File: src/hw/rtl/sqss_pkg.sv
// ----------------------------------------------------------------------------
// sqss_pkg
// Shared types and constants for the shift queue with search statistics.
// ----------------------------------------------------------------------------
package sqss_pkg;

  localparam int unsigned Depth    = 8;
  localparam int unsigned WordBits = 32;
  localparam int unsigned IdxBits  = $clog2(Depth);
  localparam int unsigned CntBits  = $clog2(Depth + 1);
  localparam int unsigned SumBits  = WordBits + CntBits;
  localparam int unsigned DivSteps = SumBits;
  localparam int unsigned DivCntBits = $clog2(DivSteps + 1);

  typedef enum logic [1:0] {
    OP_ENQ   = 2'd0,
    OP_DEQ   = 2'd1,
    OP_SRCH  = 2'd2,
    OP_CLEAR = 2'd3
  } op_e;

  typedef enum logic [1:0] {
    ST_OK    = 2'd0,
    ST_FULL  = 2'd1,
    ST_EMPTY = 2'd2
  } status_e;

  // controller to datapath
  typedef struct packed {
    logic load;      // capture request and apply command
    logic stat_clr;  // start a statistics pass
    logic stat_step; // fold one entry into statistics
    logic div_init;  // set up the divider
    logic div_step;  // one restoring divide step
    logic out_load;  // move result into output register
  } sqss_cmd_t;

  // datapath to controller
  typedef struct packed {
    logic stat_last; // current entry is the last held one
    logic empty;     // no entries held
    logic div_last;  // final divide step
  } sqss_sts_t;

endpackage

File: src/hw/rtl/sqss_ctrl.sv
// ----------------------------------------------------------------------------
// sqss_ctrl
// Sequencer: command, statistics pass, divide, then output.
// ----------------------------------------------------------------------------
module sqss_ctrl import sqss_pkg::*; (
  input  logic      clk_i,
  input  logic      rst_ni,
  input  logic      in_valid_i,
  output logic      in_ready_o,
  input  logic      out_busy_i,
  input  sqss_sts_t sts_i,
  output sqss_cmd_t cmd_o
);

  typedef enum logic [4:0] {
    S_IDLE = 5'b00001,
    S_PREP = 5'b00010,
    S_STAT = 5'b00100,
    S_DIV  = 5'b01000,
    S_OUT  = 5'b10000
  } state_e;

  state_e state_q, state_d;

  // state register
  always_ff @(posedge clk_i or negedge rst_ni) begin
    if (!rst_ni) state_q <= S_IDLE;
    else         state_q <= state_d;
  end

  // next state and commands
  always_comb begin
    state_d    = state_q;
    cmd_o      = '0;
    in_ready_o = 1'b0;
    unique case (state_q)
      S_IDLE: begin
        in_ready_o = 1'b1;
        if (in_valid_i) begin
          cmd_o.load = 1'b1;
          state_d    = S_PREP;
        end
      end
      S_PREP: begin
        cmd_o.stat_clr = 1'b1;
        state_d = sts_i.empty ? S_OUT : S_STAT;
      end
      S_STAT: begin
        cmd_o.stat_step = 1'b1;
        if (sts_i.stat_last) begin
          cmd_o.div_init = 1'b1;
          state_d        = S_DIV;
        end
      end
      S_DIV: begin
        cmd_o.div_step = 1'b1;
        if (sts_i.div_last) state_d = S_OUT;
      end
      S_OUT: begin
        if (!out_busy_i) begin
          cmd_o.out_load = 1'b1;
          state_d        = S_IDLE;
        end
      end
      default: state_d = S_IDLE;
    endcase
  end

endmodule

File: src/hw/rtl/sqss_dp.sv
// ----------------------------------------------------------------------------
// sqss_dp
// Shift array, search, serial statistics and restoring divider.
// ----------------------------------------------------------------------------
module sqss_dp import sqss_pkg::*; (
  input  logic                       clk_i,
  input  logic                       rst_ni,
  input  sqss_cmd_t                  cmd_i,
  output sqss_sts_t                  sts_o,
  input  logic [1:0]                 op_i,
  input  logic signed [31:0]         value_i,
  output logic [1:0]                 status_o,
  output logic signed [31:0]         popped_o,
  output logic [7:0]                 mask_o,
  output logic                       found_o,
  output logic [3:0]                 count_o,
  output logic signed [34:0]         sum_o,
  output logic signed [31:0]         min_o,
  output logic signed [31:0]         max_o,
  output logic signed [31:0]         mean_o
);

  logic signed [WordBits-1:0] ent_q [Depth];
  logic [CntBits-1:0]         cnt_q;
  logic signed [WordBits-1:0] key;
  logic [Depth-1:0]           hit;
  logic [1:0]                 status_q;
  logic signed [WordBits-1:0] pop_q;
  logic [Depth-1:0]           hit_q;
  logic [IdxBits-1:0]         idx_q;
  logic signed [SumBits-1:0]  sum_q;
  logic signed [WordBits-1:0] lo_q, hi_q, cur;
  logic [SumBits-1:0]         quo_q, rem_q, mag;
  logic [SumBits:0]           trial;
  logic                       neg_q;
  logic [DivCntBits-1:0]      dcnt_q;
  logic signed [SumBits-1:0]  mean_full;

  assign key = value_i[WordBits-1:0];

  // search compare over held entries
  always_comb begin
    for (int i = 0; i < Depth; i++)
      hit[i] = (ent_q[i] == key) && (CntBits'(i) < cnt_q);
  end

  // entry array and fill count
  always_ff @(posedge clk_i or negedge rst_ni) begin
    if (!rst_ni) cnt_q <= '0;
    else if (cmd_i.load) begin
      case (op_i)
        OP_ENQ:   if (cnt_q != CntBits'(Depth)) cnt_q <= cnt_q + 1'b1;
        OP_DEQ:   if (cnt_q != '0) cnt_q <= cnt_q - 1'b1;
        OP_CLEAR: cnt_q <= '0;
        default:  ;
      endcase
    end
  end

  always_ff @(posedge clk_i) begin
    if (cmd_i.load) begin
      status_q <= ST_OK;
      pop_q    <= '0;
      hit_q    <= '0;
      case (op_i)
        OP_ENQ: begin
          if (cnt_q == CntBits'(Depth)) status_q <= ST_FULL;
          else ent_q[cnt_q[IdxBits-1:0]] <= key;
        end
        OP_DEQ: begin
          if (cnt_q == '0) status_q <= ST_EMPTY;
          else begin
            pop_q <= ent_q[0];
            for (int i = 0; i < Depth - 1; i++) ent_q[i] <= ent_q[i+1];
          end
        end
        OP_SRCH: hit_q <= hit;
        default: ;
      endcase
    end
  end

  // serial statistics over held entries
  assign cur = ent_q[idx_q];
  always_ff @(posedge clk_i) begin
    if (cmd_i.stat_clr) begin
      idx_q <= '0;
      sum_q <= '0;
      lo_q  <= '0;
      hi_q  <= '0;
    end else if (cmd_i.stat_step) begin
      idx_q <= idx_q + 1'b1;
      sum_q <= sum_q + SumBits'(cur);
      if (idx_q == '0 || cur < lo_q) lo_q <= cur;
      if (idx_q == '0 || cur > hi_q) hi_q <= cur;
    end
  end

  assign sts_o.stat_last = ({1'b0, idx_q} + 1'b1) == (IdxBits+1)'(cnt_q);
  assign sts_o.empty     = (cnt_q == '0);
  assign sts_o.div_last  = (dcnt_q == DivCntBits'(1));

  // restoring divide of |sum| by count, one bit a step
  logic signed [SumBits-1:0] nsum;
  assign nsum  = sum_q + SumBits'(cur);
  assign mag   = nsum[SumBits-1] ? SumBits'(-nsum) : SumBits'(nsum);
  assign trial = {rem_q, quo_q[SumBits-1]} - (SumBits+1)'(cnt_q);
  always_ff @(posedge clk_i) begin
    if (cmd_i.stat_clr) begin
      quo_q <= '0;
      neg_q <= 1'b0;
    end else if (cmd_i.div_init) begin
      quo_q  <= mag;
      rem_q  <= '0;
      neg_q  <= nsum[SumBits-1];
      dcnt_q <= DivCntBits'(DivSteps);
    end else if (cmd_i.div_step) begin
      dcnt_q <= dcnt_q - 1'b1;
      if (!trial[SumBits]) begin
        rem_q <= trial[SumBits-1:0];
        quo_q <= {quo_q[SumBits-2:0], 1'b1};
      end else begin
        rem_q <= {rem_q[SumBits-2:0], quo_q[SumBits-1]};
        quo_q <= {quo_q[SumBits-2:0], 1'b0};
      end
    end
  end

  assign mean_full = neg_q ? -$signed(quo_q) : $signed(quo_q);

  // result fields
  always_comb begin
    mask_o = '0;
    for (int i = 0; i < Depth && i < 8; i++) mask_o[i] = hit_q[i];
  end
  assign status_o = status_q;
  assign popped_o = 32'(pop_q);
  assign found_o  = |hit_q;
  assign count_o  = 4'(cnt_q);
  assign sum_o    = 35'(sum_q);
  assign min_o    = 32'(lo_q);
  assign max_o    = 32'(hi_q);
  assign mean_o   = 32'(mean_full);

endmodule

File: src/hw/rtl/shift_queue_with_search_stats.sv
// ----------------------------------------------------------------------------
// shift_queue_with_search_stats
// Shift-register queue with enqueue, dequeue, search, clear and statistics.
// ----------------------------------------------------------------------------
// channel  dir  payload
// s_axis   in   tdata = op[1:0], value[33:2]
// m_axis   out  tdata = status, popped_value, match_mask, match_found,
//               item_count, total_sum, smallest, largest, mean
// One request passes through a load state, a setup state, a statistics pass
// over the held entries, 36 divide steps and an output state that waits
// while the output register is held; an empty queue skips the pass and
// divide. The serial divider sets the pace. New requests wait for idle.
// Reset empties the queue; entry storage is not cleared.
// A held result waits in the output register while m_axis_tready is low.
// ----------------------------------------------------------------------------
module shift_queue_with_search_stats import sqss_pkg::*; (
  input  logic         clk_i,
  input  logic         rst_ni,
  input  logic         s_axis_tvalid,
  output logic         s_axis_tready,
  input  logic [39:0]  s_axis_tdata,  // op[1:0], value[33:2], zero pad
  output logic         m_axis_tvalid,
  input  logic         m_axis_tready,
  output logic [183:0] m_axis_tdata   // status, popped_value, match_mask,
                                      // match_found, item_count, total_sum,
                                      // smallest, largest, mean, zero pad
);

  sqss_cmd_t cmd;
  sqss_sts_t sts;
  logic [1:0]         op_q;
  logic signed [31:0] value_q;
  logic [1:0]         status;
  logic signed [31:0] popped, mn, mx, mean;
  logic [7:0]         mask;
  logic               found;
  logic [3:0]         count;
  logic signed [34:0] sum;
  logic               ovalid_q;
  logic [177:0]       odata_q;

  assign op_q    = s_axis_tdata[1:0];
  assign value_q = s_axis_tdata[33:2];

  sqss_ctrl u_ctrl (
    .clk_i, .rst_ni,
    .in_valid_i (s_axis_tvalid),
    .in_ready_o (s_axis_tready),
    .out_busy_i (ovalid_q && !m_axis_tready),
    .sts_i      (sts),
    .cmd_o      (cmd)
  );

  sqss_dp u_dp (
    .clk_i, .rst_ni,
    .cmd_i (cmd), .sts_o (sts),
    .op_i (op_q), .value_i (value_q),
    .status_o (status), .popped_o (popped), .mask_o (mask), .found_o (found),
    .count_o (count), .sum_o (sum), .min_o (mn), .max_o (mx), .mean_o (mean)
  );

  // output register
  always_ff @(posedge clk_i or negedge rst_ni) begin
    if (!rst_ni) ovalid_q <= 1'b0;
    else if (cmd.out_load) ovalid_q <= 1'b1;
    else if (m_axis_tready) ovalid_q <= 1'b0;
  end

  always_ff @(posedge clk_i) begin
    if (cmd.out_load)
      odata_q <= {mean, mx, mn, sum, count, found, mask, popped, status};
  end

  assign m_axis_tvalid = ovalid_q;
  assign m_axis_tdata  = {6'b000000, odata_q};

endmodule

File: config.mk
export PLATFORM = sky130hd
export DESIGN_NAME = shift_queue_with_search_stats
export DESIGN_NICKNAME = d
export VERILOG_FILES = /design/src/hw/rtl/sqss_pkg.sv /design/src/hw/rtl/sqss_ctrl.sv /design/src/hw/rtl/sqss_dp.sv /design/src/hw/rtl/shift_queue_with_search_stats.sv
export SDC_FILE = /design/constraint.sdc
export NUM_CORES = 1
export LEC_CHECK = 0
export ABC_AREA = 0
export BUFFER_PORTS_ARGS = -buffer_cell sky130_fd_sc_hd__buf_2
export CORE_MARGIN = 2
export CORE_UTILIZATION = 40
export DETAILED_ROUTE_END_ITERATION = 12
export HOLD_SLACK_MARGIN = 0.08
export SYNTH_ARGS = -nofsm -noshare
export SYNTH_HDL_FRONTEND = slang
export SYNTH_SLANG_ARGS = --single-unit
File: constraint.sdc
create_clock -name clk_i -period 8.51 [get_ports clk_i]
set_input_delay 1.2765 -clock clk_i [delete_from_list [all_inputs] [get_ports clk_i]]
set_output_delay 1.2765 -clock clk_i [all_outputs]
set_load 0.02 [all_outputs]
======== Word-level counts from Yosys, hierarchy flattened ========
Memory sizes are Yosys's and may differ from the RTL's. A register that Yosys moved wholly into a read port is not among the register bits.
Index checks and enable logic that the tools add are counted.
storage, ports and cells
  memories ................................ 1
  bits of input ports ..................... 44
  bits in writable memories ............... 256
  register bits after elaboration ......... 412
  output and inout port bits .............. 186
  logic and storage cells ................. 134
cells by class
  equality and inequality tests ........... 26
  bitwise gates (word level) .............. 2
  add/sub/neg operators ................... 9
  order comparisons ....................... 10
  reductions and logical operators ........ 27
  mux-type cells .......................... 44
memories
  memory      words  width  rd ports  clocked after memory_dff  wr ports  line           source
  u_dp.ent_q  8      32     9         1                         7         sqss_dp.sv:23  logic signed [WordBits-1:0] ent_q [Depth];
operators with widths
  operator                                                                count
  32-bit equality test                                                    8
  36-bit two-way mux                                                      5
  32-bit two-way mux                                                      2
  37-bit by 4-bit subtractor with 37-bit output                           1
  36-bit by 32-bit adder with 36-bit output                               1
  36-bit negation                                                         1
  32-bit greater-than comparator                                          1
  32-bit < comparator                                                     1
  32-bit negation                                                         1
  32-bit OR reduction                                                     1
  5-bit two-way mux                                                       5
  5-bit one-hot mux with 5 select lines                                   1
  1-bit two-way mux                                                       21
  3-bit by 4-bit < comparator with 1-bit output (first input constant)    4
  4-bit one-hot mux with 3 select lines                                   1
  1-bit logical AND                                                       9
  3-bit two-way mux                                                       3
  1-bit by 4-bit < comparator with 1-bit output (first input constant)    2
  2-bit by 4-bit < comparator with 1-bit output (first input constant)    2
  4-bit two-way mux                                                       2
  2-bit != test (second input constant)                                   4
  4-bit AND reduction                                                     2
  8-bit OR reduction                                                      1
  6-bit by 1-bit equality test with 1-bit output (second input constant)  1
  other kinds (30)                                                        38

======== Depth between registers and ports, before layout ========
  depth in word-level cells ............... 7
  gate-level depth with buffers ........... 18
  depth with buffers taken out ............ 16

======== Hierarchy ========
From an unflattened synthesis, not the netlist that was laid out.
unflattened totals
  cell total of the unflattened synthesis .. 3043
  area total of the unflattened synthesis .. 35831.9 um2
by module, submodules not included
  module                         cells each  area an instance (um2)  seq. area each (um2)  times used
  sqss_dp                        2811        30018.8                 13172.6               1
  shift_queue_with_search_stats  188         5439.0                  5370.2                1
  sqss_ctrl                      44          374.1                   126.4                 1

======== Least setup slack after synthesis ========
No wires, ideal clock.
  path kind ............................... input port to flip-flop
  start ................................... in m_axis_tready
  end ..................................... reg odata_q[0] (enable)
  stages .................................. 2
  library setup time ...................... 738 ps
  path slack .............................. -1456 ps
  data required time ...................... 7772 ps
  buffers on the path ..................... 0
  data arrival time ....................... 9228 ps
  cell sequence ........................... nand2b_1 nor2b_1
RTL lines
  element               line                                 source
  from (decl)           shift_queue_with_search_stats.sv:23  input logic m_axis_tready,
  to (signal assigned)  shift_queue_with_search_stats.sv:71  odata_q <= {mean, mx, mn, sum, count, found, mask, popped, status};
  to (decl)             shift_queue_with_search_stats.sv:40  logic [177:0] odata_q;

==> results.sh <==
export IMPL_setup_ws_ns=2.416
export IMPL_fin_skew_ns=0.04133
export IMPL_grt_usage_pct=22.64
export IMPL_grt_overflow=0
export IMPL_core_area_sq_um=87970
export IMPL_synthCells=3063
export IMPL_row_count=109
export IMPL_clockBufferDepth=3
export IMPL_die_area_sq_um=90820
export IMPL_synth_most_common_cell="edfxtp_1"
export IMPL_synth_distinct_cells=89
export IMPL_synth_area_top_cells="edfxtp_1, dfxtp_1, xnor2_1"
export IMPL_syn_mean_instance_area_sq_um=11.55
export IMPL_hold_path_class="flip-flop to flip-flop"
export IMPL_grt_max_degree=159
export IMPL_cp_data_arrival_time_ns=6.58
export IMPL_clkTransAtPathRegs_ns=0.06
export IMPL_grt_pass1_wl_mm=153.4
export IMPL_cts_tree="yes"
export IMPL_routed_wirelength_mm=104.6
export IMPL_cp_start_kind="flip-flop"
export IMPL_worstPathRequired_ns=8.99
export IMPL_slew_viol_final=0
export IMPL_multi_input_area_sq_um=15620
export IMPL_worst_pin_slew_ns=1.092
export IMPL_grt_pass1_vias=23686
export IMPL_post_cts_resized=0
export IMPL_place_congestion=0.9657
export IMPL_path_class="flip-flop to flip-flop"
export IMPL_async_flop_share_pct=1.490
export IMPL_htreeDepth=3
export IMPL_area_growth_pct=13.28
export IMPL_rsz0062_at_grt="false"
export IMPL_worstPathMaxFanout=42
export IMPL_setup_viol=0
export IMPL_synth_top_area_share_pct=43.98
export IMPL_status="complete, no violations"
export IMPL_min_from="u_dp.popped_o[28]"
export IMPL_die_h_um=301.4
export IMPL_yosysSeqAreaShare_pct=52.78
export IMPL_synth_seq_cells=671
export IMPL_min_period_ns=6.094
export IMPL_io_pins=230
export IMPL_synth_edf_count=518
export IMPL_final_core_util_pct=45.55
export IMPL_vias=25017
export IMPL_drt_iter0_drc=2409
export IMPL_hold_violations=0
export IMPL_regArea_sq_um=18670
export IMPL_port_buffers=217
export IMPL_remaining_drc_errors=0
export IMPL_postCtsSetupRepairBufs=0
export IMPL_wl_per_cell_um=23.68
export IMPL_max_slew_margin_rel_pct=27.18
export IMPL_dr_pass1_iters=6
export IMPL_initial_core_util_pct=40.21
export IMPL_pre_cts_slack_ns=2.439
export IMPL_final_antenna_net_count=0
export IMPL_cts_root_buf="clkbuf_16"
export IMPL_post_route_cells_drive_above_1_share_pct=15.74
export IMPL_fillers=8154
export IMPL_clock_latency_ns=0.65
export IMPL_fmax_mhz=164.1
export IMPL_fin_setup_tns_ns=0
export IMPL_hold_ws_ns=0.4117
export IMPL_ir_drop_v=0.0001905
export IMPL_post_route_period_util_pct=71.61
export IMPL_end_kind="flip-flop"
export IMPL_final_nets=3343
export IMPL_cts_buffers=76
export IMPL_cts_sinks=671
export IMPL_ys_warn_count=0
export IMPL_maxCapViolations=0
export IMPL_synth_top_flop_cell="edfxtp_1"
export IMPL_grt_antenna_before_repair=16
export IMPL_synth_area_sq_um=35370
export IMPL_viasPerCell=5.665
export IMPL_dieWidth_um=301.4
export IMPL_hpwl_mm=75.46
export IMPL_p_per_area_nw_per_um2=317.3
export IMPL_leakage_uw=0.01512
export IMPL_postCtsHoldBufs=0
export IMPL_synth_top_area_cell="edfxtp_1"
export IMPL_synthTopCellsByCount="edfxtp_1, a21o_1, xnor2_1"
[final timing paths]
path	end	slack, ns	depth (start not counted)
setup / recovery	u_dp.quo_q[31]	2.42	14
hold / removal	odata_q[30]	0.41	0
setup reg to reg	u_dp.quo_q[31]	2.42	14
hold reg to reg	odata_q[30]	0.41	0
max in group asynchronous	u_ctrl.state_q[0]	7.73	1
min in group asynchronous	u_dp.count_o[2]	0.51	1
[power breakdown]
part	internal (uW)	switching [uW]
Sequential	4150	447
Combinational	1790	2930
Clock	2020	1380
Total	7950	4760
[layout make-up]
type,instances,share of cell area [%]
clock buffer,105,5.621
sequential,671,46.60
antenna,5,0.03123
inverter,98,0.9180
timing repair buffer,249,3.372
clock inverter,33,0.8337
tap,1165,3.638
multi-input combinational,2090,38.98
[routing by layer]
metal  wire length [um]  up-vias  global-route usage [%]
met1              44500    12378                   30.20
met5                126        -                       0
li1                   -    11521                       -
met4               3429       20                   7.640
met3               7782      203                   4.805
met2              48740      895                   36.57
[worst max-delay path, stage by stage (launching register included)]
cell and delay [ns]:
dfxtp_4 0.98, buf_4 0.42, mux4_2 0.56, mux2_2 0.44, ha_1 0.47, a211o_1 0.35, a2111oi_0 0.44, o31ai_1 0.18
or2_2 0.31, o211ai_1 0.32, o221ai_1 0.26, nor4_2 0.55, a41oi_1 0.24, xnor2_1 0.27, a21oi_1 0.10
[layout by cell type (no fill, tap or decap), drive strengths merged, types with 64 or more instances in the layout]
master	n
mux4	64
clkbuf	105
a21o	252
a21oi	118
buf	249
inv	102
nand3	84
xor2	148
xnor2	221
o21ai	92
dfxtp	143
ha	111
nand2	206
nand4	65
nor2	173
edfxtp	518
[state kept, by name, summed over array words and instances (netlist names), 2 cells and up, named ones only]
register        flops
u_dp.sum_q         36
u_dp.ent_q        256
u_dp.max_o         32
u_ctrl.state_q      5
u_dp.dcnt_q         6
u_dp.rem_q         36
u_dp.quo_q         36
odata_q           178
u_dp.status_o       2
u_dp.count_o        4
u_dp.idx_q          3
u_dp.min_o         32
u_dp.mask_o         8
u_dp.popped_o      32
[cells by family after synthesis]
logic type | share of synthesized area [%]
mux | 6.166
compound gates | 12.71
fa+ha+maj | 4.040
buf+inv | 3.410
other cells | 0.01060
simple gates | 11.75
flops | 52.78
xor+xnor | 9.137
[stage by stage]
stage | std cells | total power (uW) | instance area (sq um)
2_1_floorplan | 3068 | 7943 | 35390
4_1_cts | 4411 | 12760 | 40060
3_3_place_gp | 4273 | 9292 | 37470
5_1_grt | 4412 | 13430 | 40060
3_5_place_dp | 4273 | 9334 | 37470
6_report | 4416 | 12710 | 40070
Power figures use the tool's default switching activity.
